<file path="src/rtl/adfs_pkg.sv">
// adfs_pkg: shared types and constants for the depth-first order block
// controller/datapath command and status structs, field widths, command codes
// no dependencies
package adfs_pkg;

  localparam int VERTEX_W    = 6;
  localparam int ROW_W       = 64;
  localparam int COUNT_W     = 7;
  localparam int COUNT_RESET = 64;

  localparam logic CMD_LOAD = 1'b0;
  localparam logic CMD_RUN  = 1'b1;

  typedef struct packed {
    logic load_row;
    logic run_init;
    logic bad_init;
    logic pop_read;
    logic visit;
    logic push_step;
    logic emit_last;
  } adfs_cmd_t;

  typedef struct packed {
    logic item_run;
    logic start_bad;
    logic stack_empty;
    logic popped_visited;
    logic pending_valid;
    logic out_free;
    logic scan_zero;
  } adfs_stat_t;

endpackage

</file>
<file path="src/rtl/adfs_ctrl.sv">
// adfs_ctrl: sequencer for loads and depth-first runs
// depends on adfs_pkg
module adfs_ctrl
  import adfs_pkg::*;
(
  input  logic       clk,
  input  logic       rst,
  input  logic       in_valid,
  output logic       in_ready,
  input  adfs_stat_t stat,
  output adfs_cmd_t  ctl
);

  typedef enum logic [2:0] {
    IDLE,
    POP_RD,
    POP_CHK,
    SCAN,
    DONE
  } state_t;

  state_t state;
  state_t state_next;

  assign in_ready = (state == IDLE);

  always_comb begin
    ctl        = '0;
    state_next = state;
    unique case (state)
      IDLE: begin
        if (in_valid) begin
          if (!stat.item_run) begin
            ctl.load_row = 1'b1;
          end else if (stat.start_bad) begin
            ctl.bad_init = 1'b1;
            state_next   = DONE;
          end else begin
            ctl.run_init = 1'b1;
            state_next   = POP_RD;
          end
        end
      end
      POP_RD: begin
        if (stat.stack_empty) begin
          state_next = DONE;
        end else begin
          ctl.pop_read = 1'b1;
          state_next   = POP_CHK;
        end
      end
      POP_CHK: begin
        if (stat.popped_visited) begin
          state_next = POP_RD;
        end else if (!stat.pending_valid || stat.out_free) begin
          ctl.visit  = 1'b1;
          state_next = SCAN;
        end
      end
      SCAN: begin
        ctl.push_step = 1'b1;
        if (stat.scan_zero) begin
          state_next = POP_RD;
        end
      end
      DONE: begin
        if (stat.out_free) begin
          ctl.emit_last = 1'b1;
          state_next    = IDLE;
        end
      end
      default: state_next = IDLE;
    endcase
  end

  always_ff @(posedge clk) begin
    if (rst) begin
      state <= IDLE;
    end else begin
      state <= state_next;
    end
  end

endmodule

</file>
<file path="config.mk">
export PLATFORM = sky130hd
export DESIGN_NAME = adfs_ctrl
export DESIGN_NICKNAME = d
export VERILOG_FILES = /design/src/rtl/adfs_pkg.sv /design/src/rtl/adfs_ctrl.sv
export SDC_FILE = /design/constraint.sdc
export NUM_CORES = 1
export LEC_CHECK = 0
export ABC_AREA = 1
export BUFFER_PORTS_ARGS = -buffer_cell sky130_fd_sc_hd__buf_2
export CORE_AREA = 2 2 39 41
export CTS_CLUSTER_SIZE = 20
export DETAILED_ROUTE_END_ITERATION = 16
export DIE_AREA = 0 0 41 43
export GPL_TIMING_DRIVEN = 1
export PLACE_DENSITY = 0.54
export RECOVER_POWER = 50
export SKIP_CTS_REPAIR_TIMING = 1
export SLEW_MARGIN = 25
export SYNTH_ARGS = -nofsm -noshare
export SYNTH_HDL_FRONTEND = slang
export SYNTH_SLANG_ARGS = --single-unit
</file>
<file path="constraint.sdc">
create_clock -name clk -period 1.15 [get_ports clk]
set_clock_uncertainty 0.2 [all_clocks]
set_input_delay 0.115 -clock clk [delete_from_list [all_inputs] [get_ports clk]]
set_output_delay 0.115 -clock clk [all_outputs]
set_load 0.03 [all_outputs]
</file>
==> metrics.csv, run 1 <==
metric,value,unit
outcome,"complete, but fails checks",
failed_checks,negative setup slack,
global_route_wire_length_before_repair,1710,um
drc,0,
crit_path_start_kind,flop,
synth.top_cell.area_share,18.0,%
path_class,reg2out,
synth_cell_type_count,15,
clock_path_buffers,2,
routabilityCongestion,0.810,
slowest_stage,dfxtp_4,
timing.critical_path.arrival,1240,ps
chipHeight,43,um
top_regs,state: 3 flops,
setup_viol,11,
period_minus_ws_final,1560,ps
max_freq,642,MHz
critPathTopFamily,simple AND/OR/NAND/NOR gates,
layout_worst_path_cycle_share,135,%
worstSetupPathDepth,5,
drt_iter0_drc,5,
max_cap_viols,0,
cts_num_sinks,3,
hpwlAfterDp,942,um
finish.net_count,110,
regMostFlops,state,
net_count_synth,73,
synth-main-ff-cell,dfxtp_1,
critical_path_buf_inv_count,1,
placeableCoreArea,1380,um2
leakage,0.373,nW
ir_drop,0.00146,V
synth_seq_cells,3,
area_delta_synth_final,127,%
ctsHtreeMaxLevel,1,
critical-path-max-stage-delay,350,ps
area_of_the_mapped_netlist,334,um2
layout.core_utilization,54.7,%
synthTopCellsByArea,"dfxtp_1 (18%), nor2_1 (15%), inv_1 (13%), nand2_1 (11%), nand3_1 (10%)",
die_area,1760,um2
crit_path_frequent_cell,nor2_4,
setup_slack,-408,ps
synthesis.area_per_instance,5.30,um2
placementRows,14,
root_buffer,clkbuf_4,
detail-route-antenna-nets,0,
post_synth_inst_count,63,
slew_viol_final,0,
critPathRequiredTime,830,ps
globalRoute.totalOverflow,0,
post-place-ws,-216,ps
clock_tree_from_tritoncts,done,
detailroute.via_count,508,
ys_async_rst_share,0,%
crit_path_max_fanout,4,
pin_count,18,
clk-insertion-delay-late,230,ps
most_repeated_cell_in_the_gate_level_netlist_after_synthesis,nor2_1,
final.setup.tns,-2810,ps
synth_top_cells_by_count,"nor2_1 (13), inv_1 (12), nand2_1 (10)",
max_slew.worst_pin.slew,203,ps
worstHoldPathCells,4,
maxSlewHeadroom,86.4,%
post_route_cells_drive_above_1_share,59.6,%
routedWlPerCell,9.78,um
start_util,24.1,%
pnr_total_power,0.00173,W
timing.reg2reg.worst_path_depth,8,
nFillCells,136,
number_of_flip_flops_under_the_largest_register_name,3,
final-seq-area,71.3,um2
die_width,41,um
multiInputGateArea,330,um2
drt-vias-per-instance,4.42,
grt_antenna_before_repair,0,
drtPass1Iterations,3,
cts.reportedPaths.clkPinSlew,40,ps
cts_buf_count,3,
synth_top_area_cell,dfxtp_1,
pin_count_of_the_biggest_net_entering_global_routing,7,
rsz0062_at_grt,true,
ys.warnings.count,0,
worstHoldPathType,in2reg,
diodes,0,
power.density_cell_area,2290,nW/um2
synth-seq-area-share,18.0,%
final-hold-violation-count,0,
timing.critical_path.to_type,output port,
first_global_vias,464,
grt.total_usage,14.1,%
number_of_flops_mapped_to_enable_cells_by_yosys,0,
detail_route.wirelength,1130,um
placement.io_buffers,17,
worstPathCellList,nor2_4 -> nand2_2 -> or2_4 -> nor2_4 -> buf_6,
[logic make-up after synthesis]
kind of cell           Yosys count  share of synthesized area [%]
AO/OA/AOI/OAI                    2                           3.74
buffers and inverters           14                           15.7
flip-flops                       3                           18.0
AND/OR/NAND/NOR                 44                           62.5
[final timing paths]
path             from        to  slack, ps
max          state[1]    ctl[6]       -410
min           stat[4]  state[1]        100
max reg2reg  state[1]  state[0]       -200
min reg2reg  state[0]  state[0]        340
[cells in the final DEF (no fill, tap or decap), drive strengths merged]
cell / synthesis / final
a21oi: 1 / 1
a22oi: 1 / 1
buf: 0 / 31
clkbuf: 0 / 4
dfxtp: 3 / 3
dlygate4sd3: 0 / 1
inv: 14 / 14
nand2: 13 / 13
nand3: 7 / 7
nand3b: 2 / 2
nand4: 1 / 1
nor2: 16 / 16
nor3: 2 / 2
nor4: 2 / 2
or2: 1 / 1
[power by group]
| part | internal [W] | switching, W |
|---|---|---|
| logic | 0.000589 | 0.000711 |
| registers | 0.000172 | 0.0000790 |
| clock network | 0.000130 | 0.0000519 |
| total | 0.000891 | 0.000842 |
[through the flow]
stage | hold WS [ps] | std cells | instance area (um2)
global route | 145 | 115 | 757
global placement | 177 | 110 | 634
finish | 102 | 115 | 757
floorplan | 73.0 | 63 | 424
CTS | -65.6 | 114 | 661
detailed placement | 184 | 110 | 634
[layout make-up]
| cell class | instances | area share, % |
|---|---|---|
| clock buffer | 4 | 3.47 |
| inverter | 14 | 7.27 |
| multi-input combinational | 46 | 43.6 |
| sequential | 3 | 9.42 |
| tap | 16 | 2.64 |
| timing repair buffer | 32 | 33.6 |
[per-layer routing]
layer	vias to the layer above	GRT usage, %	share of wire, %
li1	272	-	-
met1	229	16.7	42
met2	7	24.1	56
met3	0	1.57	2.0
met4	0	6.00	0
met5	-	0	0
[worst min-delay path, stage by stage]
cell	delay, ps
buf_2	120
inv_1	50
a22oi_1	60
a21oi_1	130
(Power assumes the default switching activity.)
==> run 2, diff against run 1 <==
--- a/config.mk
+++ b/config.mk
@@ -12,10 +12,10 @@
 export DETAILED_ROUTE_END_ITERATION = 16
 export DIE_AREA = 0 0 41 43
 export GPL_TIMING_DRIVEN = 1
-export PLACE_DENSITY = 0.54
+export PLACE_DENSITY = 0.52
 export RECOVER_POWER = 50
 export SKIP_CTS_REPAIR_TIMING = 1
-export SLEW_MARGIN = 25
+export SLEW_MARGIN = 20
 export SYNTH_ARGS = -nofsm -noshare
 export SYNTH_HDL_FRONTEND = slang
 export SYNTH_SLANG_ARGS = --single-unit
==> constraint.sdc (replaced) <==
create_clock -name clk -period 1.9 [get_ports clk]
set_clock_uncertainty 0.2 [all_clocks]
set_input_delay 0.19 -clock clk [delete_from_list [all_inputs] [get_ports clk]]
set_output_delay 0.19 -clock clk [all_outputs]
set_load 0.03 [all_outputs]
==> metrics.csv, run 2 (synthesized netlist as in run 1, its figures left out) <==
metric,value,unit
start_util,24.1,%
pin_count,18,
chipHeight,43,um
setup_viol,0,
sequentialPowerShare,20.3,%
regMostFlops,state,
final-seq-area,60.1,um2
root_buffer,clkbuf_4,
maxSlewHeadroom,75.9,%
max_slew.worst_pin.slew,363,ps
clock_path_buffers,2,
drc,0,
clock_tree_from_tritoncts,done,
global_route_wire_length_before_repair,1300,um
timing.critical_path.to_type,output port,
critical-path-max-stage-delay,360,ps
first_global_vias,365,
crit_path_max_fanout,7,
drt-vias-per-instance,4.56,
diodes,0,
area_delta_synth_final,37.8,%
grt_antenna_before_repair,0,
period_minus_ws_final,1780,ps
power.share.clock,16.7,%
routabilityCongestion,0.735,
placement.io_buffers,17,
swShare,54.9,%
number_of_flip_flops_under_the_largest_register_name,3,
clk-insertion-delay-late,230,ps
slew_viol_final,0,
multiInputGateArea,219,um2
total_switching_power,0.000368,W
worstPathCellList,nor2_2 -> nand2_2 -> or2_1 -> nor2_1 -> buf_2,
die_area,1760,um2
path_class,reg2out,
routedWlPerCell,8.56,um
ctsHtreeMaxLevel,1,
cts_num_sinks,3,
post-place-ws,355,ps
rsz0062_at_grt,false,
drtPass1Iterations,4,
finish.net_count,95,
internal_power,0.000302,W
pin_count_of_the_biggest_net_entering_global_routing,8,
crit_path_start_kind,flop,
final_common_cell,buf_2,
power.combinational.fraction,63.1,%
hpwlAfterDp,728,um
top_regs,state: 3 flops,
cts.reportedPaths.clkPinSlew,40,ps
ir_drop,0.000593,V
nFillCells,163,
critPathRequiredTime,1510,ps
globalRoute.totalOverflow,0,
timing.critical_path.arrival,1390,ps
worstHoldPathType,in2reg,
power.density_cell_area,1460,nW/um2
final-hold-violation-count,0,
detailroute.via_count,456,
detail_route.wirelength,856,um
final.setup.tns,0,ps
layout_worst_path_cycle_share,93.8,%
setup_slack,117,ps
die_width,41,um
drt_iter0_drc,4,
post_route_cells_drive_above_1_share,28.6,%
max_cap_viols,0,
placeableCoreArea,1380,um2
slowest_stage,dfxtp_1,
detail-route-antenna-nets,0,
max_freq,561,MHz
outcome,completed,
grt.total_usage,10.7,%
cts_buf_count,3,
most-common-layout-cells,"buf_2 (15), nor2_1 (14), inv_1 (13)",
leakage,0.266,nW
placementRows,14,
[run 2: cell types whose count changed in the layout (fill, tap and decap cells not counted), moves of 3 or more]
cell	delta
nand3_1	+3
nand3_2	-3
buf_2	+6
buf_4	-13
dfxtp_4	-3
buf_6	-9
nor2_1	+5
nor2_4	-6
dfxtp_1	+3
[run 2: cell type report]
type / instances / share of cell area [%]
multi-input combinational: 46 / 47.6
inverter: 14 / 11.4
timing repair buffer: 17 / 17.9
clock buffer: 4 / 5.71
tap: 16 / 4.35
sequential: 3 / 13.0
[run 2: metrics by stage]
stage          hold slack, ps  util [%]  total power (W)  instances  instance area (um2)
4_1_cts                  20.4      33.6         0.000693        100                  465
3_3_place_gp              269      31.7         0.000577         96                  439
3_5_place_dp              267      31.7         0.000575         96                  439
5_1_grt                  47.5      33.3         0.000739        100                  460
2_1_floorplan             158         -         0.000473         63                  334
6_report                 21.0      33.3         0.000670        100                  460
[run 2: critical path, delay by kind of cell, from the launching register on]
kind | cells | cell delay (ps)
AND/OR/NAND/NOR | 4 | 600
buffers and inverters | 1 | 200
flip-flops | 1 | 360
[run 2: power groups by stage]
stage	sequential, W	clock [W]	combinational, W
after CTS	0.000137	0.000117	0.000438
after detailed placement	0.000139	0	0.000436
after global routing	0.000141	0.000125	0.000473
final	0.000136	0.000112	0.000423
after global placement	0.000137	0	0.000440
after floorplan	0.000128	0	0.000345
[run 2: final timing paths]
path / start / end / slack [ps] / cells past startpoint
setup / recovery: state[0] / ctl[6] / 120 / 5
hold / removal: rst / state[0] / 20 / 4
hold reg to reg: state[0] / state[0] / 370 / 2
setup reg to reg: state[2] / state[2] / 450 / 8
[run 2: layer usage]
layer / global-route usage [%] / up-vias / share of wire, %
li1: - / 237 / -
met1: 12.8 / 209 / 43
met2: 17.2 / 10 / 52
met3: 4.71 / 0 / 4.9
met4: 2.00 / 0 / 0
met5: 0 / - / 0
